--- src/sv/vtafc_pkg.sv ---
// Shared types and constants for the vector turn angle block.
package vtafc_pkg;

    // Guard bits below the coordinate LSB inside the rotation datapath.
    localparam int GUARD_BITS = 24;
    // Angle accumulator: unsigned fraction of one turn.
    localparam int ZW = 32;
    localparam int TABLE_SIZE = 32;

    typedef enum logic [1:0] {
        OP_SINGLE = 2'd0,
        OP_PAIR   = 2'd1,
        OP_VERTEX = 2'd2
    } t_op;

    // Sideband that travels next to the data through every stage.
    typedef struct packed {
        logic valid;
        t_op  op;
    } t_ctl;

    // atan(2^-i) / (2*pi) * 2^32, rounded.
    localparam logic [ZW-1:0] ATAN_TURNS [TABLE_SIZE] = '{
        32'h20000000, 32'h12E4051E, 32'h09FB385B, 32'h051111D4,
        32'h028B0D43, 32'h0145D7E1, 32'h00A2F61E, 32'h00517C55,
        32'h0028BE53, 32'h00145F2F, 32'h000A2F98, 32'h000517CC,
        32'h00028BE6, 32'h000145F3, 32'h0000A2FA, 32'h0000517D,
        32'h000028BE, 32'h0000145F, 32'h00000A30, 32'h00000518,
        32'h0000028C, 32'h00000146, 32'h000000A3, 32'h00000051,
        32'h00000029, 32'h00000014, 32'h0000000A, 32'h00000005,
        32'h00000003, 32'h00000001, 32'h00000001, 32'h00000000
    };

endpackage

--- src/sv/vtafc_prep.sv ---
// Front end: vector selection / differences, then half-turn pre-rotation and scaling.
module vtafc_prep #(
    parameter int COORD_WIDTH = 16,
    localparam int W = COORD_WIDTH + vtafc_pkg::GUARD_BITS + 5
) (
    input  logic                          i_clk,
    input  logic                          i_rst_n,
    input  logic                          i_en,
    input  vtafc_pkg::t_ctl               i_ctl,
    input  logic signed [COORD_WIDTH-1:0] i_first_x,
    input  logic signed [COORD_WIDTH-1:0] i_first_y,
    input  logic signed [COORD_WIDTH-1:0] i_second_x,
    input  logic signed [COORD_WIDTH-1:0] i_second_y,
    input  logic signed [COORD_WIDTH-1:0] i_third_x,
    input  logic signed [COORD_WIDTH-1:0] i_third_y,
    output vtafc_pkg::t_ctl               o_ctl,
    output logic signed [W-1:0]           o_x [2],
    output logic signed [W-1:0]           o_y [2],
    output logic [vtafc_pkg::ZW-1:0]      o_z [2],
    output logic                          o_zero [2]
);

    localparam int W1 = COORD_WIDTH + 1;   // differences
    localparam int W2 = COORD_WIDTH + 2;   // negated differences

    // Stage 1: pick the two vectors (lane 0 is subtracted from lane 1).
    vtafc_pkg::t_ctl        r_ctl1;
    logic signed [W1-1:0]   r_vx [2];
    logic signed [W1-1:0]   r_vy [2];
    logic signed [W1-1:0]   n_vx [2];
    logic signed [W1-1:0]   n_vy [2];

    always_comb begin
        if (i_ctl.op == vtafc_pkg::OP_VERTEX) begin
            n_vx[0] = W1'(i_second_x) - W1'(i_first_x);
            n_vy[0] = W1'(i_second_y) - W1'(i_first_y);
            n_vx[1] = W1'(i_third_x) - W1'(i_second_x);
            n_vy[1] = W1'(i_third_y) - W1'(i_second_y);
        end else begin
            n_vx[0] = W1'(i_first_x);
            n_vy[0] = W1'(i_first_y);
            n_vx[1] = W1'(i_second_x);
            n_vy[1] = W1'(i_second_y);
        end
    end

    always_ff @(posedge i_clk) begin
        if (!i_rst_n) begin
            r_ctl1 <= '0;
        end else if (i_en) begin
            r_ctl1 <= i_ctl;
        end
    end

    always_ff @(posedge i_clk) begin
        if (i_en) begin
            r_vx <= n_vx;
            r_vy <= n_vy;
        end
    end

    // Stage 2: fold left half-plane by half a turn, flag zero vectors, scale.
    vtafc_pkg::t_ctl r_ctl2;

    always_ff @(posedge i_clk) begin
        if (!i_rst_n) begin
            r_ctl2 <= '0;
        end else if (i_en) begin
            r_ctl2 <= r_ctl1;
        end
    end

    for (genvar l = 0; l < 2; l++) begin : g_lane
        logic                  neg;
        logic signed [W2-1:0]  fx;
        logic signed [W2-1:0]  fy;
        logic signed [W-1:0]   r_x;
        logic signed [W-1:0]   r_y;
        logic [vtafc_pkg::ZW-1:0] r_z;
        logic                  r_zero;

        assign neg = r_vx[l][W1-1];
        assign fx  = neg ? -W2'(r_vx[l]) : W2'(r_vx[l]);
        assign fy  = neg ? -W2'(r_vy[l]) : W2'(r_vy[l]);

        always_ff @(posedge i_clk) begin
            if (i_en) begin
                r_x    <= W'(fx) <<< vtafc_pkg::GUARD_BITS;
                r_y    <= W'(fy) <<< vtafc_pkg::GUARD_BITS;
                r_z    <= {neg, {(vtafc_pkg::ZW-1){1'b0}}};
                r_zero <= (r_vx[l] == '0) && (r_vy[l] == '0);
            end
        end

        assign o_x[l]    = r_x;
        assign o_y[l]    = r_y;
        assign o_z[l]    = r_z;
        assign o_zero[l] = r_zero;
    end

    assign o_ctl = r_ctl2;

endmodule

--- config.mk ---
export PLATFORM = sky130hd
export DESIGN_NAME = vtafc_prep
export DESIGN_NICKNAME = d
export VERILOG_FILES = /design/src/sv/vtafc_pkg.sv /design/src/sv/vtafc_prep.sv
export SDC_FILE = /design/constraint.sdc
export NUM_CORES = 1
export LEC_CHECK = 0
export ABC_AREA = 1
export BUFFER_PORTS_ARGS = -buffer_cell sky130_fd_sc_hd__clkbuf_2
export CAP_MARGIN = 20
export CORE_ASPECT_RATIO = 1.25
export CORE_MARGIN = 2
export CORE_UTILIZATION = 49
export DETAILED_ROUTE_END_ITERATION = 10
export PLACE_DENSITY = 0.79
export SYNTH_ARGS = -nofsm -noshare
export SYNTH_HDL_FRONTEND = slang
export SYNTH_SLANG_ARGS = --single-unit
--- constraint.sdc ---
create_clock -name i_clk -period 1.8 [get_ports i_clk]
set_input_delay 0.09 -clock i_clk [delete_from_list [all_inputs] [get_ports i_clk]]
set_output_delay 0.09 -clock i_clk [all_outputs]
set_load 0.01 [all_outputs]
Yosys cells after proc, flatten, opt, wreduce, memory -nomap -nowiden
Cells that the tools add are included.
{"block": "word_totals", "register_bits": 150, "out_inout_bits": 249}
{"block": "op_classes", "eq_ne": 1, "reduce_logical": 6, "add_sub_neg": 8, "n_mux": 6}
{"op": "18-bit 2-to-1 mux", "n": 4}
{"op": "17-bit negator with 18-bit output", "n": 4}
{"op": "17-bit zero test", "n": 4}
{"op": "34-bit 2-to-1 mux", "n": 2}
{"op": "16-bit by 16-bit subtractor with 17-bit output", "n": 4}
{"op": "2-bit equality test (second input constant)", "n": 1}
{"op": "1-bit logical AND", "n": 2}

Depth between registers and ports, before layout
Gate-level depths: netlist (run 1).
{"block": "depth", "ltp_word": 2, "depth_mapped": 13}

Worst setup path before layout (run 1)
OpenSTA, ideal clock, no wires.
{"block": "synth_timing", "kind": "register to register", "startpoint": "register r_vx[17] in the netlist's numbering", "endpoint": "register g_lane[0].r_x[40], data pin", "arrival_time_ns": 1.466, "path_buffers": 0, "synth_period_minus_slack_ns": 1.716, "path_stages_with_launch": 10, "setup_slack_ns": 0.084, "path_cell_list": "edfxtp_1 inv_1 ha_1 nand4_2 nor2_1 nand3_1 nor4_1 ha_1 nand2_1 inv_1"}
{"block": "synth_via", "elab_chain_len": 1}
{"element": "start, declared", "line": "vtafc_prep.sv:28", "rtl": "logic signed [W1-1:0] r_vx [2];"}
{"element": "start signal, assigned", "line": "vtafc_prep.sv:57", "rtl": "r_vx <= n_vx;"}
{"element": "17-bit negator with 18-bit output", "line": "vtafc_prep.sv:83", "rtl": "assign fx = neg ? -W2'(r_vx[l]) : W2'(r_vx[l]);"}
{"element": "end signal, assigned", "line": "vtafc_prep.sv:88", "rtl": "r_x <= W'(fx) <<< vtafc_pkg::GUARD_BITS;"}
{"element": "end, declared", "line": "vtafc_prep.sv:77", "rtl": "logic signed [W-1:0] r_x;"}
No other way between the ends.
A chain may end at the register's enable or synchronous reset.

Worst setup path after layout (run 1)
{"block": "layout_timing", "startpoint": "register r_vx[0] in the netlist's numbering", "endpoint": "register g_lane[1].r_x[40], data pin"}
{"block": "layout_via", "elab_chain_len": 1}
{"element": "17-bit negator with 18-bit output", "line": "vtafc_prep.sv:83"}
{"element": "end signal, assigned", "line": "vtafc_prep.sv:88"}
{"element": "end, declared", "line": "vtafc_prep.sv:77"}
No other way between the ends.

==> results of run 1 <==
==> worst max-delay path: stages, from the launching register on <==
cell and delay, ns:
edfxtp_1 0.43, inv_2 0.11, ha_4 0.14, nand4_1 0.16, nor2_2 0.16, nand3_2 0.10, nor3_2 0.17, ha_1 0.26
nand2_1 0.07, inv_1 0.04
==> layout make-up <==
type | count | area, µm² | area share [%]
multi-input combinational | 1243 | 6402 | 43.42
timing repair buffer | 266 | 1610 | 10.92
tap | 335 | 419.2 | 2.843
sequential | 150 | 4444 | 30.14
clock inverter | 15 | 200.2 | 1.358
inverter | 331 | 1242 | 8.427
clock buffer | 17 | 425.4 | 2.885
==> final timing paths <==
path,startpoint,end
min reg2reg,r_ctl1[0],o_ctl[0]
max reg2reg,r_vx[0],g_lane[1].r_x[40]
max,r_vx[0],g_lane[1].r_x[40]
min,i_first_y[15],r_vy[32]
==> power by group through the flow <==
stage	registers, W	clock network [W]	logic (W)
global placement	0.00463	0	0.00295
detailed placement	0.00463	0	0.00303
CTS	0.00457	0.00381	0.00311
global route	0.00462	0.00396	0.00365
floorplan	0.00467	0	0.00214
finish	0.00457	0.00377	0.00325
==> sequential cells by signal, indices dropped and copies added (netlist names) <==
name / count
g_lane.r_x: 36
g_lane.r_y: 36
r_vy: 34
r_vx: 32
o_ctl: 3
r_ctl1: 3
g_lane.neg: 2
g_lane.r_z: 2
g_lane.r_zero: 2
==> metrics by stage <==
step           instances  utilization [%]
2_1_floorplan       1917                -
3_3_place_gp        2291            53.66
3_5_place_dp        2291            53.66
4_1_cts             2352            57.39
5_1_grt             2357            58.48
6_report            2357            58.48
==> cell families (layout without fill, tap and decap cells) <==
family / after synthesis / in the layout / share of synthesized area (%)
simple gates: 844 / 844 / 27.86
compound gates: 117 / 117 / 4.928
fa+ha+maj: 76 / 76 / 7.806
xor+xnor: 46 / 46 / 3.206
flops: 150 / 150 / 35.36
buf+inv: 524 / 629 / 20.81
other cells: 1 / 160 / 0.02984
==> synthesized netlist by cell type <==
cell type	instances
nor2_4	2
a21oi_1	40
conb_1	1
nor2_2	1
nor2_1	87
o31ai_1	2
o211ai_1	6
nand3_1	104
fa_1	4
ha_1	72
or2_1	3
buf_4	172
nor3_2	4
xor2_1	39
nor3_1	27
o21ai_1	2
o22ai_1	7
nand3b_1	8
xnor2_1	7
inv_2	2
and2_1	5
o21ai_0	56
buf_1	3
buf_2	2
edfxtp_1	144
or2_2	16
nand4_1	8
dfxtp_1	6
nor4_1	3
nand4_2	1
a31oi_1	4
nand2_1	575
inv_1	329
clkbuf_1	16
==> per-layer routing <==
metal	share of wire, %	vias up
li1	-	5666
met2	48	458
met5	0	-
met1	41	5011
met4	5.0	0
met3	6.5	98
==> cells in the final DEF, fill, tap and decap left out, types with 17 or more instances in the layout <==
cell type / n
clkbuf_16: 17
nand2_1: 568
conb_1: 160
buf_4: 55
a21oi_1: 36
nand3_1: 99
xor2_1: 39
o21ai_0: 55
ha_1: 60
nor2_1: 81
clkbuf_2: 191
edfxtp_1: 144
nor3_1: 23
inv_1: 320
==> what timing repair did <==
item,CTS,global route
pin swaps,7,19
endpoints found under the hold margin,16,0
hold buffers,15,0
cloned,0,0
setup endpoints to repair,5,25
resized for setup,15,53
buffers inserted,14,7
==> impl_metrics.env, run 1 <==
export IMPL_syn2layout_area_growth_pct=17.32
export IMPL_slew_headroom_pct=61.82
export IMPL_cp_max_fo=2
export IMPL_grt_max_degree=82
export IMPL_startpoint_type="register"
export IMPL_fin_crit_sh_pct=104.2
export IMPL_h_tree_depth=4
export IMPL_rsz0062_at_grt="yes"
export IMPL_routedWlPerCell_um=13.69
export IMPL_dpl_worst_slack_ns=-0.1136
export IMPL_antenna_found_initial=0
export IMPL_antennaDiodeCount=0
export IMPL_drive_above_1_share_pct=17.66
export IMPL_slew_viol_final=0
export IMPL_switching_share_pct=32.35
export IMPL_root_buffer="clkbuf_16"
export IMPL_drt_iter0_markers=714
export IMPL_drc=0
export IMPL_pin_count=351
export IMPL_p_comb_share_pct=28.0
export IMPL_p_per_area_nw_per_um2=786.3
export IMPL_dpl_hpwl_mm=25.52
export IMPL_clkSinkCount=150
export IMPL_hold_worst_slack_ns=0.01504
export IMPL_hold_depth=3
export IMPL_violations="setup timing"
export IMPL_clock_fmax_ghz=0.5333
export IMPL_place_congestion=0.9275
export IMPL_holdCritPathClass="in -> reg"
export IMPL_seqPwrFrac_pct=39.4
export IMPL_io_buffers=192
export IMPL_fin_nets=2187
export IMPL_synthCells=1758
export IMPL_fill_cells=2283
export IMPL_yosysWarnings=0
export IMPL_worst_pin_slew_ns=0.5667
export IMPL_syn_cell_area_um2=12570
export IMPL_intPower_w=0.007843
export IMPL_p_leak_nw=8.078
export IMPL_fp_dieH_um=183.1
export IMPL_run_status="finished with violations"
export IMPL_fin_ws_ns=-0.07519
export IMPL_drt_first_pass_iters=6
export IMPL_avgSynthCellArea_um2=7.148
export IMPL_r2r_slack_ns=-0.08
export IMPL_drt_antenna_violating_nets=0
export IMPL_clockPowerShare_pct=32.5
export IMPL_place_area_um2=13530
export IMPL_grt_use_total_pct=23.57
export IMPL_start_util_pct=49.85
export IMPL_viasPerCell=4.766
export IMPL_synth_seq_area_share_pct=35.36
export IMPL_num_rows=65
export IMPL_stdcell_area_um2=14740
export IMPL_grt_busiest_layer="met2"
export IMPL_timing_final_hold_violations=0
export IMPL_grt_pass1_wl_mm=50.29
export IMPL_crit_required_ns=1.99
export IMPL_finalSetupViolations=3
export IMPL_synth_area_leaders="edfxtp_1 34%, nand2_1 17%, buf_4 10%"
export IMPL_synth_largest_area_cell="edfxtp_1"
export IMPL_cts_buffers=17
export IMPL_clock_latency_ns=0.43
export IMPL_cts_max_path_buffers=2
export IMPL_grt_ovfl_total=0
export IMPL_clock_skew_final_ns=0.01397
export IMPL_yosysTopAreaCellShare_pct=34.41
export IMPL_cp_end_kind="register"
export IMPL_finalCriticalPeriod_ns=1.875
export IMPL_peakVddDrop_mv=0.5200
export IMPL_r2r_cells=9
export IMPL_grt_pass1_vias=10340
export IMPL_setup_tns_final_ns=-0.1379
export IMPL_p_sw_w=0.003750
export IMPL_crit_arrival_ns=2.07
export IMPL_met2_usage_pct=40.34
export IMPL_vias=11230
export IMPL_ys_ff_latch=150
export IMPL_fp_dieW_um=147.2
export IMPL_grtUsageMet3_pct=3.756
export IMPL_die_area_um2=26950
export IMPL_power_w=0.01159
export IMPL_cts_tree="built"
export IMPL_critPathKind="reg -> reg"
export IMPL_met1_usage_pct=28.97
export IMPL_synth_distinct_cells=34
export IMPL_drv_cap=0
export IMPL_coreArea_um2=25210
export IMPL_clk_pin_slew_ns=0.06
export IMPL_drt_wl_total_mm=32.28
Note: power is estimated with default switching activity, not from simulation.
==> run 2: changes to the inputs <==
- SETUP_SLACK_MARGIN: unset -> 0.15
==> run 2 against run 1 <==
Effect of this change: the flow still finishes with violations (setup timing); clock skew fell by 0.0059 ns; cell area rose by 2.3%; combinational power rose by 4%; register-to-register slack got worse by 0.04 ns; utilization rose by 1.3 points; die area did not move.
==> impl_metrics.env, run 2 (synthesized netlist as in run 1, its figures left out) <==
export IMPL_clock_fmax_ghz=0.5214
export IMPL_root_buffer="clkbuf_16"
export IMPL_drt_first_pass_iters=6
export IMPL_vias=11500
export IMPL_fp_dieW_um=147.2
export IMPL_num_rows=65
export IMPL_multi_input_area_um2=6505
export IMPL_finalCriticalPeriod_ns=1.918
export IMPL_holdPathEnd="r_vy[13]"
export IMPL_grt_use_total_pct=23.76
export IMPL_grt_pass1_wl_mm=50.89
export IMPL_grtUsageMet3_pct=3.682
export IMPL_crit_buf_inv=2
export IMPL_r2r_cells=9
export IMPL_critPathKind="reg -> reg"
export IMPL_critical_path_top_delay_family="simple AND/OR/NAND/NOR gates"
export IMPL_fp_dieH_um=183.1
export IMPL_clock_latency_ns=0.44
export IMPL_reg_top3="g_lane.r_x (36), g_lane.r_y (36), r_vy (34)"
export IMPL_grt_max_degree=82
export IMPL_crit_arrival_ns=2.11
export IMPL_setup_tns_final_ns=-0.2119
export IMPL_crit_chain="inv_2 -> ha_4 -> nand4_1 -> nor2_2 -> nand3_2 -> nor3_2 -> ha_1 -> nand2_1 -> inv_1"
export IMPL_holdCritStartpoint="i_second_y[13]"
export IMPL_start_util_pct=49.85
export IMPL_slew_viol_final=0
export IMPL_timing_final_hold_violations=0
export IMPL_r2r_slack_ns=-0.12
export IMPL_worst_pin_slew_ns=0.5154
export IMPL_hold_worst_slack_ns=0.01816
export IMPL_crit_required_ns=2.00
export IMPL_antenna_found_initial=0
export IMPL_run_status="finished with violations"
export IMPL_met2_usage_pct=41.83
export IMPL_grt_busiest_layer="met2"
export IMPL_met1_usage_pct=29.78
export IMPL_viasPerCell=4.830
export IMPL_cts_tree="built"
export IMPL_r2r_end="g_lane[1].r_x[40]"
export IMPL_drt_antenna_violating_nets=0
export IMPL_dp_cells=2288
export IMPL_die_area_um2=26950
export IMPL_drc=0
export IMPL_drt_wl_total_mm=33.49
export IMPL_holdCritPathClass="in -> reg"
export IMPL_violations="setup timing"
export IMPL_startpoint_type="register"
export IMPL_antennaDiodeCount=0
export IMPL_hold_depth=3
export IMPL_final_cell_mix="555 x nand2_1, 318 x inv_1, 191 x clkbuf_2, 160 x conb_1, 144 x edfxtp_1"
export IMPL_fin_nets=2211
export IMPL_finalNonFillerCells=2380
export IMPL_drv_cap=0
export IMPL_grt_ovfl_total=0
export IMPL_coreArea_um2=25210
export IMPL_critPathMaxStageDelay_ns=0.42
export IMPL_rsz0062_at_grt="yes"
export IMPL_cpMaxStageDelayCell="edfxtp_1"
export IMPL_cts_max_path_buffers=2
export IMPL_r2r_start="r_vx[0]"
export IMPL_drive_above_1_share_pct=19.66
export IMPL_routedWlPerCell_um=14.07
export IMPL_io_buffers=192
export IMPL_place_congestion=0.9308
export IMPL_syn2layout_area_growth_pct=19.99
export IMPL_clock_skew_final_ns=0.008037
export IMPL_cts_buffers=17
export IMPL_peakVddDrop_mv=0.5956
export IMPL_slew_headroom_pct=65.28
export IMPL_grt_pass1_vias=10220
export IMPL_cp_max_fo=2
export IMPL_cp_end_kind="register"
export IMPL_p_leak_nw=8.250
export IMPL_p_per_area_nw_per_um2=785.8
export IMPL_final_common_cell="nand2_1"
export IMPL_seqCellArea_um2=4444
export IMPL_drt_iter0_markers=861
export IMPL_dpl_hpwl_mm=25.74
export IMPL_clk_pin_slew_ns=0.06
export IMPL_pin_count=351
export IMPL_clkSinkCount=150
export IMPL_utilization_pct=59.81
export IMPL_fill_cells=2266
export IMPL_power_w=0.01185
export IMPL_fin_ws_ns=-0.1178
export IMPL_fin_crit_sh_pct=106.5
export IMPL_finalSetupViolations=4
export IMPL_h_tree_depth=4
export IMPL_crit_cells=9
run 2: layer usage:
layer	vias up	part of all wire, %
met5	-	0
met4	0	3.1
met3	82	6.5
met2	496	50
met1	5209	40
li1	5709	-
run 2: final cells by class:
class	instances	share of cell area [%]
inverter	331	8.256
multi-input combinational	1243	43.14
clock inverter	13	1.361
sequential	150	29.47
clock buffer	18	2.846
timing repair buffer	290	12.15
tap	335	2.780
run 2: stage by stage:
stage / worst slack (ns) / area, µm²
finish: -0.1178 / 15080
global route: -0.2018 / 15080
CTS: 0.007686 / 14560
detailed placement: -0.08921 / 13510
global placement: -0.02882 / 13510
floorplan: 0.08613 / 13170
run 2: what timing repair did:
action,4_1_cts,5_1_grt
gates resized for setup,30,85
hold buffers,18,0
buffers inserted,17,26
endpoints found under the hold margin,19,0
endpoints found under the setup margin,11,42
pin swaps,14,35
run 2: worst max-delay path by stage:
stage	from	to	slack, ns
floorplan	r_vx[17]	g_lane[0].r_x[40]	0.09
global placement	i_second_y[0]	r_vy[33]	-0.03
detailed placement	i_second_x[0]	r_vx[29]	-0.09
CTS	r_vx[21]	g_lane[0].r_x[40]	0.008
global route	r_vx[0]	g_lane[1].r_x[40]	-0.20
finish	r_vx[0]	g_lane[1].r_x[40]	-0.12
run 2: power breakdown:
part,leakage [nW],internal [W],switching [W]
sequential,1.46,0.00434,0.000242
combinational,6.48,0.00125,0.00214
clock,0.304,0.00245,0.00144
total,8.25,0.00803,0.00382
run 2: worst min-delay path, delay by kind of cell:
family	cells	cell delay, ns
buf+inv	1	0.13
simple gates	2	0.12
==> run 3: changes to the inputs <==
- SKIP_LAST_GASP: unset -> 1
==> run 3 against run 2 <==
Effect of this change: the run still ends with setup timing left; global-route usage did not move; flip-flop and latch count stayed put; combinational power is essentially flat; critical path depth unchanged; die area stayed put; critical path type unchanged; highest routed layer unchanged.
==> impl_metrics.env, run 3 (synthesized netlist as in run 1, its figures left out) <==
export IMPL_run_status="finished with violations"
export IMPL_violations="setup timing"
export IMPL_cp_end_kind="register"
export IMPL_grt_max_degree=82
export IMPL_h_tree_depth=4
export IMPL_antennaDiodeCount=0
export IMPL_start_util_pct=49.85
export IMPL_clkSinkCount=150
export IMPL_timing_critical_path_from="r_vx[0]"
export IMPL_crit_arrival_ns=2.12
export IMPL_routedWlPerCell_um=14.05
export IMPL_drt_antenna_violating_nets=0
export IMPL_hold_worst_slack_ns=0.01773
export IMPL_finalSetupViolations=4
export IMPL_vias=11450
export IMPL_final_common_cell="nand2_1"
export IMPL_drt_wl_total_mm=33.45
export IMPL_r2r_end="g_lane[1].r_x[40]"
export IMPL_grtUsageMet3_pct=3.682
export IMPL_place_congestion=0.9308
export IMPL_crit_required_ns=2.00
export IMPL_syn2layout_area_growth_pct=19.96
export IMPL_p_leak_nw=8.250
export IMPL_dpl_worst_slack_ns=-0.08921
export IMPL_drv_cap=0
export IMPL_grt_use_total_pct=23.76
export IMPL_coreArea_um2=25210
export IMPL_viasPerCell=4.811
export IMPL_clk_pin_slew_ns=0.06
export IMPL_drt_first_pass_iters=7
export IMPL_critPathKind="reg -> reg"
export IMPL_fp_dieW_um=147.2
export IMPL_drt_iter0_markers=866
export IMPL_drc=0
export IMPL_setup_tns_final_ns=-0.2159
export IMPL_place_area_um2=13510
export IMPL_antenna_found_initial=0
export IMPL_clock_skew_final_ns=0.007078
export IMPL_worst_pin_slew_ns=0.5122
export IMPL_io_buffers=192
export IMPL_endpoint="g_lane[1].r_x[40]"
export IMPL_die_area_um2=26950
export IMPL_cts_buffers=17
export IMPL_reg_top3="g_lane.r_x (36), g_lane.r_y (36), r_vy (34)"
export IMPL_r2r_start="r_vx[0]"
export IMPL_num_rows=65
export IMPL_clock_latency_ns=0.44
export IMPL_cp_max_fo=2
export IMPL_final_cell_mix="555 x nand2_1, 318 x inv_1, 191 x clkbuf_2, 160 x conb_1, 144 x edfxtp_1"
export IMPL_grt_pass1_vias=10220
export IMPL_drive_above_1_share_pct=19.61
export IMPL_r2r_cells=9
export IMPL_grt_pass1_wl_mm=50.89
export IMPL_cts_max_path_buffers=2
export IMPL_holdCritPathClass="in -> reg"
export IMPL_fin_ws_ns=-0.1204
export IMPL_finalCriticalPeriod_ns=1.920
export IMPL_rsz0062_at_grt="yes"
export IMPL_clock_fmax_ghz=0.5207
export IMPL_peakVddDrop_mv=0.5983
export IMPL_pin_count=351
export IMPL_startpoint_type="register"
export IMPL_met1_usage_pct=29.78
export IMPL_slew_headroom_pct=65.49
export IMPL_root_buffer="clkbuf_16"
export IMPL_grt_busiest_layer="met2"
export IMPL_cts_tree="built"
export IMPL_met2_usage_pct=41.83
export IMPL_stdcell_area_um2=15080
export IMPL_r2r_slack_ns=-0.12
export IMPL_p_per_area_nw_per_um2=785.7
export IMPL_fin_nets=2211
export IMPL_fin_crit_sh_pct=106.7
export IMPL_fp_dieH_um=183.1
export IMPL_slew_viol_final=0
export IMPL_dpl_hpwl_mm=25.74
export IMPL_power_w=0.01184
export IMPL_timing_final_hold_violations=0
export IMPL_grt_ovfl_total=0
## run 3: changes by cell type in the layout (fill, tap and decap cells not counted)
cell	previous run	this run
o21ai_1	4	5
o21ai_2	4	3
## run 3: how the worst min path moves through the flow
stage / to / depth (start not counted) / startpoint / slack, ns
4_1_cts: r_vy[13] / 3 / i_second_y[13] / 0.01
2_1_floorplan: r_ctl1[1] / 1 / i_en / 0.18
3_5_place_dp: r_ctl1[2] / 3 / i_ctl[2] / 0.34
3_3_place_gp: r_ctl1[2] / 3 / i_ctl[2] / 0.32
5_1_grt: r_vy[13] / 3 / i_second_y[13] / 0.03
6_report: r_vy[13] / 3 / i_second_y[13] / 0.02
## run 3: layout make-up
type | count | area, µm²
multi-input combinational | 1243 | 6501
sequential | 150 | 4444
timing repair buffer | 290 | 1832
fill | 2266 | 10140
clock inverter | 13 | 205.2
inverter | 331 | 1245
clock buffer | 18 | 429.2
tap | 335 | 419.2
## run 3: metrics by stage
step / utilization (%) / instances
2_1_floorplan: - / 1917
3_3_place_gp: 53.58 / 2288
3_5_place_dp: 53.58 / 2288
4_1_cts: 57.75 / 2354
5_1_grt: 59.80 / 2380
6_report: 59.80 / 2380
## run 3: per-layer routing
metal  vias to the layer above  routed length [µm]
li1                       5704                   -
met1                      5188               13480
met2                       489               16810
met3                        70                2183
met4                         0                 969
met5                         -                   0
## run 3: repair_timing
action | 4_1_cts | 5_1_grt
endpoints found under the hold margin | 19 | 0
setup buffers | 17 | 26
pin swaps | 14 | 31
hold buffers | 18 | 0
gates resized for setup | 30 | 84
setup endpoints to repair | 11 | 42
## run 3: power breakdown
| part | switching (W) | internal [W] | leakage (nW) | total [W] |
|---|---|---|---|---|
| sequential | 0.000243 | 0.00434 | 1.46 | 0.00458 |
| clock | 0.00144 | 0.00245 | 0.304 | 0.00389 |
| combinational | 0.00213 | 0.00125 | 6.48 | 0.00337 |
## run 3: worst max-delay path: stages, from the launching register on
cell      delay [ns]
edfxtp_1        0.42
inv_2           0.11
ha_4            0.15
nand4_1         0.16
nor2_2          0.20
nand3_2         0.12
nor3_2          0.14
ha_1            0.26
nand2_1         0.08
inv_1           0.04
