File: config.mk
export PLATFORM = sky130hd
export DESIGN_NAME = vtafc_post
export DESIGN_NICKNAME = d
export VERILOG_FILES = /design/src/sv/vtafc_pkg.sv /design/src/sv/vtafc_post.sv
export SDC_FILE = /design/constraint.sdc
export NUM_CORES = 1
export LEC_CHECK = 0
export ABC_AREA = 0
export BUFFER_PORTS_ARGS = -buffer_cell sky130_fd_sc_hd__buf_2
export CAP_MARGIN = 25
export CELL_PAD_IN_SITES_DETAIL_PLACEMENT = 2
export CELL_PAD_IN_SITES_GLOBAL_PLACEMENT = 2
export CORE_AREA = 4 4 101 103
export DETAILED_ROUTE_END_ITERATION = 10
export DIE_AREA = 0 0 105 107
export PLACE_DENSITY_LB_ADDON = 0.1
export REMOVE_ABC_BUFFERS = 1
export SYNTH_ARGS = -nofsm -noshare
export SYNTH_HDL_FRONTEND = slang
export SYNTH_SLANG_ARGS = --single-unit
File: constraint.sdc
create_clock -name i_clk -period 3.2 [get_ports i_clk]
set_input_delay 0.16 -clock i_clk [delete_from_list [all_inputs] [get_ports i_clk]]
set_output_delay 0.16 -clock i_clk [all_outputs]
set_load 0.03 [all_outputs]
File: src/sv/vtafc_pkg.sv
// Shared types and constants for the vector turn angle block.
package vtafc_pkg;

    // Guard bits below the coordinate LSB inside the rotation datapath.
    localparam int GUARD_BITS = 24;
    // Angle accumulator: unsigned fraction of one turn.
    localparam int ZW = 32;
    localparam int TABLE_SIZE = 32;

    typedef enum logic [1:0] {
        OP_SINGLE = 2'd0,
        OP_PAIR   = 2'd1,
        OP_VERTEX = 2'd2
    } t_op;

    // Sideband that travels next to the data through every stage.
    typedef struct packed {
        logic valid;
        t_op  op;
    } t_ctl;

    // atan(2^-i) / (2*pi) * 2^32, rounded.
    localparam logic [ZW-1:0] ATAN_TURNS [TABLE_SIZE] = '{
        32'h20000000, 32'h12E4051E, 32'h09FB385B, 32'h051111D4,
        32'h028B0D43, 32'h0145D7E1, 32'h00A2F61E, 32'h00517C55,
        32'h0028BE53, 32'h00145F2F, 32'h000A2F98, 32'h000517CC,
        32'h00028BE6, 32'h000145F3, 32'h0000A2FA, 32'h0000517D,
        32'h000028BE, 32'h0000145F, 32'h00000A30, 32'h00000518,
        32'h0000028C, 32'h00000146, 32'h000000A3, 32'h00000051,
        32'h00000029, 32'h00000014, 32'h0000000A, 32'h00000005,
        32'h00000003, 32'h00000001, 32'h00000001, 32'h00000000
    };

endpackage

File: src/sv/vtafc_post.sv
// Back end: angle difference per opcode, then rounding to the output width.
module vtafc_post #(
    parameter int ANGLE_WIDTH = 16
) (
    input  logic                      i_clk,
    input  logic                      i_rst_n,
    input  logic                      i_en,
    input  vtafc_pkg::t_ctl           i_ctl,
    input  logic [vtafc_pkg::ZW-1:0]  i_z [2],
    output logic                      o_valid,
    output logic [ANGLE_WIDTH-1:0]    o_angle
);

    localparam int ZW = vtafc_pkg::ZW;
    localparam int SH = ZW - ANGLE_WIDTH;

    logic          r_dvalid;
    logic [ZW-1:0] r_dz;
    logic [ZW-1:0] n_dz;

    always_comb begin
        unique case (i_ctl.op)
            vtafc_pkg::OP_SINGLE: n_dz = i_z[0];
            vtafc_pkg::OP_PAIR,
            vtafc_pkg::OP_VERTEX: n_dz = i_z[1] - i_z[0];
            default:              n_dz = '0;
        endcase
    end

    always_ff @(posedge i_clk) begin
        if (!i_rst_n) begin
            r_dvalid <= 1'b0;
        end else if (i_en) begin
            r_dvalid <= i_ctl.valid;
        end
    end

    always_ff @(posedge i_clk) begin
        if (i_en) begin
            r_dz <= n_dz;
        end
    end

    // Round half up; carry out of the top is the wrap at one full turn.
    logic [ANGLE_WIDTH-1:0] n_angle;

    if (SH > 0) begin : g_round
        logic [ZW-1:0] sum;
        assign sum     = r_dz + (ZW'(1) << (SH - 1));
        assign n_angle = sum[ZW-1:SH];
    end else begin : g_full
        assign n_angle = r_dz;
    end

    logic                   r_valid;
    logic [ANGLE_WIDTH-1:0] r_angle;

    always_ff @(posedge i_clk) begin
        if (!i_rst_n) begin
            r_valid <= 1'b0;
        end else if (i_en) begin
            r_valid <= r_dvalid;
        end
    end

    always_ff @(posedge i_clk) begin
        if (i_en) begin
            r_angle <= n_angle;
        end
    end

    assign o_valid = r_valid;
    assign o_angle = r_angle;

endmodule

# Yosys cells after proc, flatten, opt, wreduce, memory -nomap -nowiden
# Cells that the tools add are included.
[totals] inputBits=70 out_inout_bits=17 word_cells=11 regBits=50
[op_classes] n_reduce_logical=2 n_eq_ne=2 n_addsub=2 muxes=1
[op_table] operator="one-hot mux 32 bit (2 select lines)" count=1
[op_table] operator="adder 32 x 16 -> 32 bit (second input constant)" count=1
[op_table] operator="subtractor 32 bit" count=1
[op_table] operator="equality test 2 x 1 -> 1 bit (second input constant)" count=1
[op_table] operator="equality test 2 bit (second input constant)" count=1
[op_table] operator="logical NOT 2 bit" count=1
[op_table] operator="OR reduction 2 bit" count=1

# Depth between registers and ports, before layout
# Gate-level depths: netlist (run 1).
[logic_depth] depth_word=3 mapped_depth=11 depth_no_buf=10

# Worst setup path after synthesis (run 1)
# Ideal clock, no wire load.
[synth_path] path_type="input to register" start="in i_z[51] (netlist name)" end="reg r_dz[28] (data pin)" setup_ns=0.257 arrival_time_ns=1.993 path_slack_ns=0.950 path_buffers=1 stages=10 required_ns=2.943 cell_sequence="inv_1 > ha_1 > buf_6 > a21oi_2 > o21ai_1 > or2_1 > o21a_4 > o21a_1 > or3_1 > a32o_1"
[synth_via] elab_chain_cells=2
[synth_rtl] item="start: declaration" line_no="vtafc_post.sv:9" text="input logic [vtafc_pkg::ZW-1:0] i_z [2],"
[synth_rtl] item="subtractor 32 bit" line_no="vtafc_post.sv:25" text="vtafc_pkg::OP_VERTEX: n_dz = i_z[1] - i_z[0];"
[synth_rtl] item="one-hot mux 32 bit (2 select lines)" line_no="vtafc_post.sv:22" text="unique case (i_ctl.op)"
[synth_rtl] item="via n_dz[28]" line_no="vtafc_post.sv:19" text="logic [ZW-1:0] n_dz;"
[synth_rtl] item="end signal: assignment" line_no="vtafc_post.sv:40" text="r_dz <= n_dz;"
[synth_rtl] item="end: declaration" line_no="vtafc_post.sv:18" text="logic [ZW-1:0] r_dz;"
# The timed path passes the listed nets, and every way through them passes these cells.
# A chain may end at the register's enable or synchronous reset.

# Worst setup path after layout (run 1)
[layout_path] start="in i_z[47] (netlist name)" end="reg r_dz[28] (data pin)"
# Same word-level chain as after synthesis.

==> out/qor_table.md, run 1 <==
| Parameter | This run |
|:---|:---|
| Rows | 35 |
| Cells after Synth | 297 |
| Wire per inst | 15.23 µm |
| PwrDens | 394.7 mW/mm² |
| Vias in the first global route | 2693 |
| DRC Markers | 0 |
| Area contributors post-synth | edfxtp_1 35%, ha_1 14%, xnor2_1 4.9%, a21oi_1 4.7%, inv_1 4.5% |
| Clock slew seen by the registers of the worst setup and hold paths | 70 ps |
| Max VDD drop | 0.1818 mV |
| Area of the mapped netlist | 0.002853 mm² |
| Warnings, synthesis | 0 |
| Leading cell type by number of instances after synthesis | inv_1 |
| Max-slew headroom | 49.99% |
| Number of endpoints failing setup at the final stage | 0 |
| WP data arrival | 2350 ps |
| Number of CTS-inserted buffers | 5 |
| Average instance area after synthesis | 9.605 µm² |
| Stage delay of the slowest cell on the critical path | 400 ps |
| Maximum fanout encountered on the critical timing path | 7 |
| PostCTS Resize Cnt | 0 |
| Category of the worst setup path launch point | input pin |
| Sequential fraction of the synthesis area | 36.14% |
| Ordered list of cells on the worst path | buf_2 -> inv_1 -> ha_1 -> a21oi_1 -> o21ai_0 -> a21oi_1 -> nand3_2 -> o21a_4 -> o21a_1 -> or3_1 -> a32o_1 |
| Unrepaired setup endpoints after global routing | false |
| Final weighted congestion in routability-driven placement | 0.7820 |
| CTS Hold Bufs | 0 |
| Io pins | 87 |
| FF-to-FF Start | r_dz[21] |
| Vias per std cell | 5.014 |
| Number of nets still failing antenna checks after routing | 0 |
| Endpoint of the worst setup timing path | r_dz[28] |
| Post-synth top area cell | edfxtp_1 |
| Synth async-reset ratio | 0% |
| Floorplan Core Area | 0.009196 mm² |
| Highest Clock Rate | 432.7 MHz |
| Top FF cell, synth | edfxtp_1 |
| Pin count of the biggest net entering global routing | 36 |
| EDFF count, synth | 33 |
| Cell type with the highest occurrence count on the critical path | a21oi_1 |
| Die Outline Area | 0.01124 mm² |
| FF-to-FF path depth | 5 |
| Final worst clock skew | 7.815 ps |
| Hold Violations, Final | 0 |
| Total routing usage reported by global routing | 13.77% |
| First-pass GRT wire length | 12630 µm |
| Slack of the worst reg-to-reg path | 1580 ps |
| Launch point of the worst path | i_z[47] |
| Worst-case clock buffer depth | 2 |
| Number of antenna violations at the first check in global routing | 0 |
| Final #Nets | 488 |
| Number of antenna repair diodes | 0 |
| Slew @ Worst Pin | 750.2 ps |
| Final worst path period share | 72.23% |
| Worst hold-check path type | input pin to flop |
| Shortest clock period the worst path allows after layout | 2311 ps |
| Floorplan die height | 107 µm |
| Area fraction of the dominant cell type after synthesis | 34.74% |
| Level count of the clock H-tree | 2 |
| Area added between synthesis and finish | 21.97% |
| Highest-delay cell along the critical path | ha_1 |
| Critical Setup Path Class | input pin to flop |
| Run status | finished, final reports clean |
| Clk Tree Root Cell | clkbuf_8 |
| Via count | 2492 |
| Initial core utilization | 31.02% |
| Clock sink count | 35 |
| Worst-Skew Late Latency | 280 ps |
| Worst Path Required | 3240 ps |
| Setup Fix Bufs, Post-CTS | 0 |
| Max Cap Viol | 0 |
| Placed cells | 489 |
| Grt total ovfl | 0 |
| Iteration-0 DRC count of the detailed router | 53 |
| Most common library cells after synthesis | 34 x inv_1, 33 x edfxtp_1, 33 x ha_1 |
| Number of detailed-routing iterations run before antenna repair | 4 |
| IO buf count | 86 |
| End of the worst register-to-register path | o_angle[15] |
| Chip Width | 105 µm |
| Max-slew violation total from the final report | 0 |
| Detail Placement HPWL | 6488 µm |
| Number of library cell types mapped by synthesis | 48 |
| DRT Wirelength | 7568 µm |
| Pleak | 1.626 nW |
| Number of standard cells in the final layout excluding fillers | 497 |
| Setup_tns | 0 ps |
| Fraction of final layout cells sized beyond drive strength 1 | 26.68% |
| Yosys reg bits | 35 |
| Clock tree from TritonCTS | built |
| Kind of end point of the critical path | flop |
-- final cells by class --
| type | instances | area (µm²) |
|---|---|---|
| well taps | 111 | 138.9 |
| repair buffers | 88 | 445.4 |
| clock buffers | 7 | 86.33 |
| multi-input cells | 221 | 1645 |
| fillers | 1056 | 5717 |
| flip-flops and latches | 35 | 1031 |
| inverters | 34 | 127.6 |
| clock inverters | 1 | 5.005 |
-- cell families (layout without fill, tap and decap cells) --
family,count (synthesis),after routing,share of synthesized area [%]
AOI/OAI and AO/OA,83,83,20.35
xor gates and xnor gates,27,27,8.289
adders and majority gates,33,33,14.47
buffers and inverters,41,130,6.184
DFF,35,35,36.14
muxes,2,2,0.7018
and+or+nand+nor,76,76,13.86
-- power by group --
group | leakage, nW | internal (mW) | switching, mW
registers | 0.337 | 0.572 | 0.0281
logic | 1.24 | 0.195 | 0.262
clock network | 0.0482 | 0.173 | 0.143
total | 1.63 | 0.940 | 0.433
-- worst min-delay path by stage --
stage	to	start	cells past startpoint
global route	o_valid	i_rst_n	2
global placement	o_valid	i_rst_n	2
detailed placement	o_valid	i_rst_n	2
finish	o_valid	i_rst_n	2
floorplan	o_angle[0]	i_en	0
CTS	o_valid	i_rst_n	2
-- through the flow --
stage | area [µm²] | util [%] | hold slack, ps | power [mW] | setup WS, ps
floorplan | 2804 | - | 272.5 | 0.9153 | 943.0
global placement | 3388 | 36.84 | 391.2 | 1.058 | 554.6
finish | 3480 | 37.84 | 109.8 | 1.373 | 888.7
global route | 3480 | 37.84 | 127.3 | 1.468 | 715.2
CTS | 3480 | 37.84 | 101.1 | 1.399 | 852.8
detailed placement | 3388 | 36.84 | 398.2 | 1.076 | 530.2
-- cells in the final DEF (no fill, tap or decap), types with 2 or more instances in the layout --
master and count:
nand4_1 4, a32o_1 3, nor3_1 3, a31oi_1 2
ha_1 33, edfxtp_1 33, o21a_1 4, a21oi_1 27
inv_1 34, a22oi_1 3, o211ai_1 4, and4_1 3
buf_4 2, mux2i_1 2, nor2_1 13, o21ai_0 8
xor2_1 11, xnor2_1 16, nor2b_1 9, o21ai_1 3
and3_1 4, nand3_1 7, dfxtp_1 2, buf_2 86
a22o_1 11, clkbuf_8 6, a21o_1 5, nand2_1 26
-- flip-flops by register name, indices dropped and copies added, names as in the netlist --
name      cells
o_valid       1
r_dvalid      1
o_angle      16
r_dz         17
-- routing by layer --
metal  part of all wire, %  track usage (%)  vias up
met5                     0                0        -
met4                   1.3            4.217        0
met3                   4.4            2.769        7
met2                    54            27.41       53
met1                    40            14.38     1176
li1                      -                -     1256
-- worst max-delay path, delay by kind of cell --
family,cells,cell delay (ps)
AOI/OAI and AO/OA,6,1170
adders and majority gates,1,400
buffers and inverters,2,140
and+or+nand+nor,2,480
Power figures use the tool's default switching activity.
==> run 2, diff against run 1 <==
--- a/config.mk
+++ b/config.mk
@@ -5,14 +5,14 @@
 export SDC_FILE = /design/constraint.sdc
 export NUM_CORES = 1
 export LEC_CHECK = 0
-export ABC_AREA = 0
+export ABC_AREA = 1
 export BUFFER_PORTS_ARGS = -buffer_cell sky130_fd_sc_hd__buf_2
 export CAP_MARGIN = 25
 export CELL_PAD_IN_SITES_DETAIL_PLACEMENT = 2
 export CELL_PAD_IN_SITES_GLOBAL_PLACEMENT = 2
-export CORE_AREA = 4 4 101 103
+export CORE_AREA = 4 4 124 126
 export DETAILED_ROUTE_END_ITERATION = 10
-export DIE_AREA = 0 0 105 107
+export DIE_AREA = 0 0 128 130
 export PLACE_DENSITY_LB_ADDON = 0.1
 export REMOVE_ABC_BUFFERS = 1
 export SYNTH_ARGS = -nofsm -noshare
==> constraint.sdc (replaced) <==
create_clock -name i_clk -period 2.28 [get_ports i_clk]
set_input_delay 0.114 -clock i_clk [delete_from_list [all_inputs] [get_ports i_clk]]
set_output_delay 0.114 -clock i_clk [all_outputs]
set_load 0.03 [all_outputs]
==> run 2 against run 1 <==
Compared with the run above: setup slack worse by 500 ps; power up 80%; clock power increased by 120%; wire length rose by 97%; non-clock buffer count grew 4; core utilization fell by 3.7 points; via count is 78% higher; global-route usage up 4.7 points; clock skew increased by 2.8 ps.
==> out/qor_table.md, run 2 <==
| Parameter | This run |
|:---|:---|
| Number of endpoints failing setup at the final stage | 0 |
| PostCTS Resize Cnt | 0 |
| Shortest clock period the worst path allows after layout | 1893 ps |
| Area added between synthesis and finish | 20.09% |
| Pleak | 2.867 nW |
| Comb power frac | 38.2% |
| Pin count of the biggest net entering global routing | 37 |
| Endpoint of the worst setup timing path | o_angle[15] |
| Clock tree from TritonCTS | built |
| Clock sink count | 35 |
| Clock Power Share | 27.6% |
| First-pass GRT wire length | 24430 µm |
| Switching pwr | 0.9463 mW |
| Worst Path Required | 2310 ps |
| IO buf count | 86 |
| Area of the mapped netlist | 0.004068 mm² |
| Number of standard cells in the final layout excluding fillers | 957 |
| Number of antenna violations at the first check in global routing | 0 |
| Final worst clock skew | 10.66 ps |
| Critical Setup Path Class | flop to flop |
| Area occupied by multi-input gates | 0.002372 mm² |
| Run status | finished, final reports clean |
| Final worst path period share | 83.02% |
| DRT met1 WL | 7006 µm |
| Worst hold-check path type | input pin to flop |
| Area contributors post-synth | edfxtp_1 24%, nand2_1 24%, inv_1 15%, ha_1 10%, nand3_1 4.9% |
| Setup_tns | 0 ps |
| Yosys reg bits | 35 |
| WP data arrival | 1920 ps |
| FF-to-FF Start | r_dz[16] |
| Floorplan die height | 130 µm |
| Area fraction of the dominant cell type after synthesis | 24.36% |
| Proportion of synthesized area in mux cells | 0% |
| Number of flip-flops in the largest register | 17 |
| Switching Fraction | 38.37% |
| Number of nets still failing antenna checks after routing | 0 |
| Warnings, synthesis | 0 |
| Vias in the first global route | 4924 |
| Detail Placement HPWL | 13250 µm |
| Placed cells | 949 |
| Unrepaired setup endpoints after global routing | false |
| PwrDens | 504.9 mW/mm² |
| Kind of end point of the critical path | flop |
| Sequential power share | 34.2% |
| Max Cap Viol | 0 |
| Largest family of logic cells by synthesized area | simple AND/OR/NAND/NOR gates |
| Most frequent cells in the layout | 260 x nand2_1, 167 x inv_1, 86 x buf_2 |
| Rows | 44 |
| Met2 wire length | 7448 µm |
| Total routing usage reported by global routing | 18.49% |
| Clk Tree Root Cell | clkbuf_16 |
| Grt total ovfl | 0 |
| Synthesized-area fraction occupied by and/or/nand/nor cells | 39.34% |
| Via count | 4434 |
| Most common library cells after synthesis | 260 x nand2_1, 167 x inv_1, 41 x nor2_1 |
| EDFF count, synth | 33 |
| Chip Width | 128 µm |
| Floorplan Core Area | 0.01431 mm² |
| Design internal power | 1.520 mW |
| Launch point of the worst path | r_dz[16] |
| Number of fillers in the final layout | 1843 |
| Total length of routed met3 wires | 365 µm |
| Number of CTS-inserted buffers | 5 |
| Final weighted congestion in routability-driven placement | 0.8467 |
| Final #Nets | 875 |
| Synth Area in Compound Gates | 5.168% |
| Io pins | 87 |
| Share of synthesized cell area in full adder, half adder and majority cells | 10.15% |
| Commonest non-fill, non-tap cell in the layout | nand2_1 |
| Sequential fraction of the synthesis area | 25.35% |
| Core utilization of the finished layout | 34.13% |
| Combined flip-flop and latch cell area | 0.001031 mm² |
| Max VDD drop | 0.2749 mV |
| Iteration-0 DRC count of the detailed router | 108 |
| Highest-delay cell along the critical path | edfxtp_1 |
| DRT Wirelength | 14900 µm |
| Initial core utilization | 28.42% |
| Clock slew seen by the registers of the worst setup and hold paths | 60 ps |
| Post-synth top area cell | edfxtp_1 |
| Average instance area after synthesis | 5.991 µm² |
| CTS Hold Bufs | 0 |
| Synth async-reset ratio | 0% |
| Wire per inst | 15.56 µm |
| FF-to-FF path depth | 7 |
| Vias per std cell | 4.633 |
| Worst-case clock buffer depth | 2 |
| Setup Fix Bufs, Post-CTS | 0 |
| Number of antenna repair diodes | 0 |
| Leading cell type by number of instances after synthesis | nand2_1 |
| Largest register by flop count | r_dz |
| Cells after Synth | 679 |
| Level count of the clock H-tree | 2 |
| Top FF cell, synth | edfxtp_1 |
| Max-slew violation total from the final report | 0 |
| Category of the worst setup path launch point | flop |
| DRC Markers | 0 |
| End of the worst register-to-register path | o_angle[15] |
| Overall Power | 2.466 mW |
| Hold_sp | i_ctl[2] |
| Stage delay of the slowest cell on the critical path | 350 ps |
| Maximum fanout encountered on the critical timing path | 3 |
| Ordered list of cells on the worst path | ha_1 -> nand2_1 -> nor2_1 -> nand4_2 -> nor3_2 -> nand4_1 -> xnor2_1 |
| Fraction of final layout cells sized beyond drive strength 1 | 15.52% |
| Highest Clock Rate | 528.3 MHz |
| Top Layer Used | met4 |
| Synthesized-area fraction occupied by xor and xnor cells | 3.660% |
| Slack of the worst reg-to-reg path | 390 ps |
| Max-slew headroom | 42.44% |
| Worst-Skew Late Latency | 290 ps |
| Number of detailed-routing iterations run before antenna repair | 4 |
| Die Outline Area | 0.01664 mm² |
| Number of library cell types mapped by synthesis | 29 |
| Hold Violations, Final | 0 |
| Slew @ Worst Pin | 863.4 ps |
## run 2: changes by cell type after synthesis, sizes merged, moves of 9 or more
cell and delta:
a21oi +9, o21ai -9, xnor2 -13, nand3 +32
a22o -11, nor2b -9, nor2 +36, inv +135
nand2 +241
## run 2: worst min path at each step
stage	to	slack (ps)	depth (start not counted)
5_1_grt	r_dvalid	120	3
4_1_cts	r_dvalid	90	3
3_5_place_dp	r_dvalid	380	3
6_report	r_dvalid	80	3
3_3_place_gp	r_dvalid	340	3
2_1_floorplan	o_angle[0]	230	0
## run 2: layout make-up
cell class | instances | area share (%)
Multi-Input combinational cell | 469 | 48.57
Sequential cell | 35 | 21.11
Inverter | 169 | 12.99
Timing Repair Buffer | 92 | 9.734
Tap cell | 184 | 4.713
Clock buffer | 6 | 2.638
Clock inverter | 2 | 0.2561
## run 2: cells by family (layout without fill, tap and decap cells)
group                      after synthesis  in the layout
AOI/OAI and AO/OA                       41             41
xor gates and xnor gates                17             17
adders and majority gates               33             33
buffers and inverters                  175            269
DFF                                     35             35
and+or+nand+nor                        378            378
## run 2: per-layer routing
metal | track usage (%) | up-vias
li1 | - | 2239
met1 | 24.22 | 2130
met2 | 33.98 | 59
met3 | 1.801 | 6
met4 | 2.185 | 0
met5 | 0 | -
## run 2: critical path, delay by kind of cell, from the launching register on
family	cells	cell delay, ps
and+or+nand+nor	5	960
xor gates and xnor gates	1	150
adders and majority gates	1	180
DFF	1	350
## run 2: power by group through the flow
stage               sequential, mW  combinational, mW  clock (mW)
finish                       0.843              0.941       0.682
global route                 0.853               1.08       0.728
CTS                          0.844              0.958       0.704
detailed placement           0.858              0.953           0
global placement             0.853              0.912           0
floorplan                    0.906              0.549           0
## run 2: per-stage QoR
stage	worst slack (ps)	hold slack, ps	instance area [µm²]
finish	387.2	84.38	4885
floorplan	692.7	226.5	4038
global route	246.3	123.4	4885
global placement	192.0	342.5	4743
detailed placement	172.9	380.1	4743
CTS	354.1	86.13	4885
==> run 3, diff against run 2 <==
--- a/config.mk
+++ b/config.mk
@@ -5,14 +5,14 @@
 export SDC_FILE = /design/constraint.sdc
 export NUM_CORES = 1
 export LEC_CHECK = 0
-export ABC_AREA = 1
+export ABC_AREA = 0
 export BUFFER_PORTS_ARGS = -buffer_cell sky130_fd_sc_hd__buf_2
 export CAP_MARGIN = 25
 export CELL_PAD_IN_SITES_DETAIL_PLACEMENT = 2
 export CELL_PAD_IN_SITES_GLOBAL_PLACEMENT = 2
-export CORE_AREA = 4 4 124 126
+export CORE_AREA = 4 4 101 103
 export DETAILED_ROUTE_END_ITERATION = 10
-export DIE_AREA = 0 0 128 130
+export DIE_AREA = 0 0 105 107
 export PLACE_DENSITY_LB_ADDON = 0.1
 export REMOVE_ABC_BUFFERS = 1
 export SYNTH_ARGS = -nofsm -noshare
==> constraint.sdc (replaced) <==
create_clock -name i_clk -period 1.8 [get_ports i_clk]
set_input_delay 0.09 -clock i_clk [delete_from_list [all_inputs] [get_ports i_clk]]
set_output_delay 0.09 -clock i_clk [all_outputs]
set_load 0.03 [all_outputs]
==> run 3 against run 2 <==
Compared with the run above: the flow now finishes with violations (negative setup slack); final cell count shrank 42%; setup slack lost 680 ps; largest cell class unchanged; core utilization grew 15 points; combinational power grew 31%; largest power group unchanged; first-iteration DRC count shrank 54%.
==> out/qor_table.md, run 3 (synthesis gave the netlist of run 1 again) <==
| Parameter | This run |
|:---|:---|
| Number of endpoints failing setup at the final stage | 14 |
| Largest register by flop count | r_dz |
| Max-slew violation total from the final report | 0 |
| Die Outline Area | 0.01124 mm² |
| Total routing usage reported by global routing | 16.52% |
| DRC Markers | 0 |
| Number of flip-flops in the largest register | 17 |
| Number of nets still failing antenna checks after routing | 0 |
| Number of detailed-routing iterations run before antenna repair | 4 |
| Number of standard cells in the final layout excluding fillers | 551 |
| Initial core utilization | 31.02% |
| Highest Clock Rate | 478.3 MHz |
| Floorplan die height | 107 µm |
| Most frequent cells in the layout | 72 x buf_2, 48 x buf_4, 33 x edfxtp_1 |
| Pre-CTS setup slack | -588.0 ps |
| Iteration-0 DRC count of the detailed router | 50 |
| Area added between synthesis and finish | 57.19% |
| Final worst path period share | 116.2% |
| Smallest setup slack after layout | -290.8 ps |
| Clk Tree Root Cell | clkbuf_8 |
| Level count of the clock H-tree | 2 |
| Worst Path Required | 1830 ps |
| Vias per std cell | 5.089 |
| Number of antenna repair diodes | 0 |
| Number of antenna violations at the first check in global routing | 0 |
| Max Cap Viol | 0 |
| Violations in the final reports | negative setup slack |
| Floorplan Core Area | 0.009196 mm² |
| Placed cells | 534 |
| IO buf count | 86 |
| Worst hold-check path type | input pin to flop |
| Run status | finished with violations |
| Worst-Skew Late Latency | 280 ps |
| WP data arrival | 2120 ps |
| Grt total ovfl | 0 |
| Stage delay of the slowest cell on the critical path | 390 ps |
| Category of the worst setup path launch point | input pin |
| Detail Placement HPWL | 7125 µm |
| Ordered list of cells on the worst path | buf_6 -> inv_2 -> ha_4 -> a21oi_2 -> o21ai_2 -> o31ai_2 -> nor2b_1 -> o21a_4 -> o21a_1 -> or3_1 -> a32o_1 |
| Final Instance Area | 0.004484 mm² |
| Kind of end point of the critical path | flop |
| Fraction of final layout cells sized beyond drive strength 1 | 52.27% |
| Worst-case clock buffer depth | 2 |
| Final weighted congestion in routability-driven placement | 0.8043 |
| Shortest clock period the worst path allows after layout | 2091 ps |
| Kind of cell with the highest combined delay on the critical path | compound AO/OA/AOI/OAI gates |
| DRT Wirelength | 10170 µm |
| Highest-delay cell along the critical path | or3_1 |
| Io pins | 87 |
| Chip Width | 105 µm |
| PwrDens | 632.7 mW/mm² |
| Total cell area at the placement stage | 0.003726 mm² |
| Clock sink count | 35 |
| Maximum fanout encountered on the critical timing path | 3 |
| Clock slew seen by the registers of the worst setup and hold paths | 70 ps |
| Wire per inst | 18.46 µm |
| Vias in the first global route | 3108 |
| Unrepaired setup endpoints after global routing | true |
| Hold Violations, Final | 0 |
| Commonest non-fill, non-tap cell in the layout | buf_2 |
| Final worst clock skew | 6.777 ps |
| Pleak | 1.963 nW |
| Slew @ Worst Pin | 485.6 ps |
| Clock tree from TritonCTS | built |
| Core utilization of the finished layout | 48.76% |
| Number of fillers in the final layout | 989 |
| Number of CTS-inserted buffers | 5 |
| Critical Setup Path Class | input pin to flop |
| Setup_tns | -2310 ps |
| Rows | 35 |
| Max VDD drop | 0.3099 mV |
| Final #Nets | 542 |
| Number of buffers and inverters on the critical path | 2 |
| Pin count of the biggest net entering global routing | 20 |
| Via count | 2804 |
| Max-slew headroom | 67.28% |
| First-pass GRT wire length | 15030 µm |
[run 3: changes by cell type in the layout (fill, tap and decap cells not counted), sizes merged, moves of 4 or more]
cell    previous run  this run
nand3             40         8
a21oi             37        28
o21ai              2        11
nor2b              0         9
o21a               0         5
inv              169        34
buf               92       142
nand2            267        26
a21o               1         6
xnor2              3        16
a22o               0        11
nor2              49        13
o211ai             0         4
[run 3: layer usage]
layer	share of wire, %	vias up	GRT usage (%)
met2	57	60	34.28
met3	2.9	10	2.890
met1	38	1368	16.88
met4	1.4	0	3.749
met5	0	-	0
li1	-	1366	-
[run 3: timing repair]
| item | in CTS | in global routing |
|---|---|---|
| pin swaps | 34 | 25 |
| hold buffers | 0 | 0 |
| cloned | 0 | 0 |
| setup endpoints to repair | 16 | 16 |
| gates resized for setup | 73 | 41 |
| setup buffers | 3 | 6 |
[run 3: final timing paths]
path / start / endpoint / slack (ps) / cells past startpoint
min reg2reg: o_valid / o_valid / 520 / 2
max: i_z[53] / r_dz[28] / -290 / 11
max reg2reg: r_dz[21] / o_angle[15] / 170 / 5
min: i_rst_n / o_valid / 40 / 2
[run 3: final cells by class]
type	instances	area (µm²)	share of cell area (%)
Sequential cell	35	1031	22.99
Inverter	34	140.1	3.125
Timing Repair Buffer	142	968.4	21.60
Clock buffer	5	68.82	1.535
Multi-Input combinational cell	221	2122	47.32
Clock inverter	3	15.01	0.3348
Tap cell	111	138.9	3.097
[run 3: power breakdown]
part           internal [mW]  switching, mW
Clock                  0.264          0.272
Combinational          0.598          0.632
Sequential              1.02         0.0547
Total                   1.88          0.959
[run 3: per-stage QoR]
stage | total power, mW | hold slack [ps]
after floorplan | 1.627 | 202.5
after global routing | 3.011 | 32.26
final | 2.837 | 36.60
after global placement | 1.983 | 317.8
after detailed placement | 2.025 | 323.9
after CTS | 2.724 | 25.89
[run 3: worst reg2reg max path: cells and delay by family, from the launching register on]
family / cells / cell delay (ps)
simple gates: 4 / 790
flops: 1 / 410
xor+xnor: 1 / 170
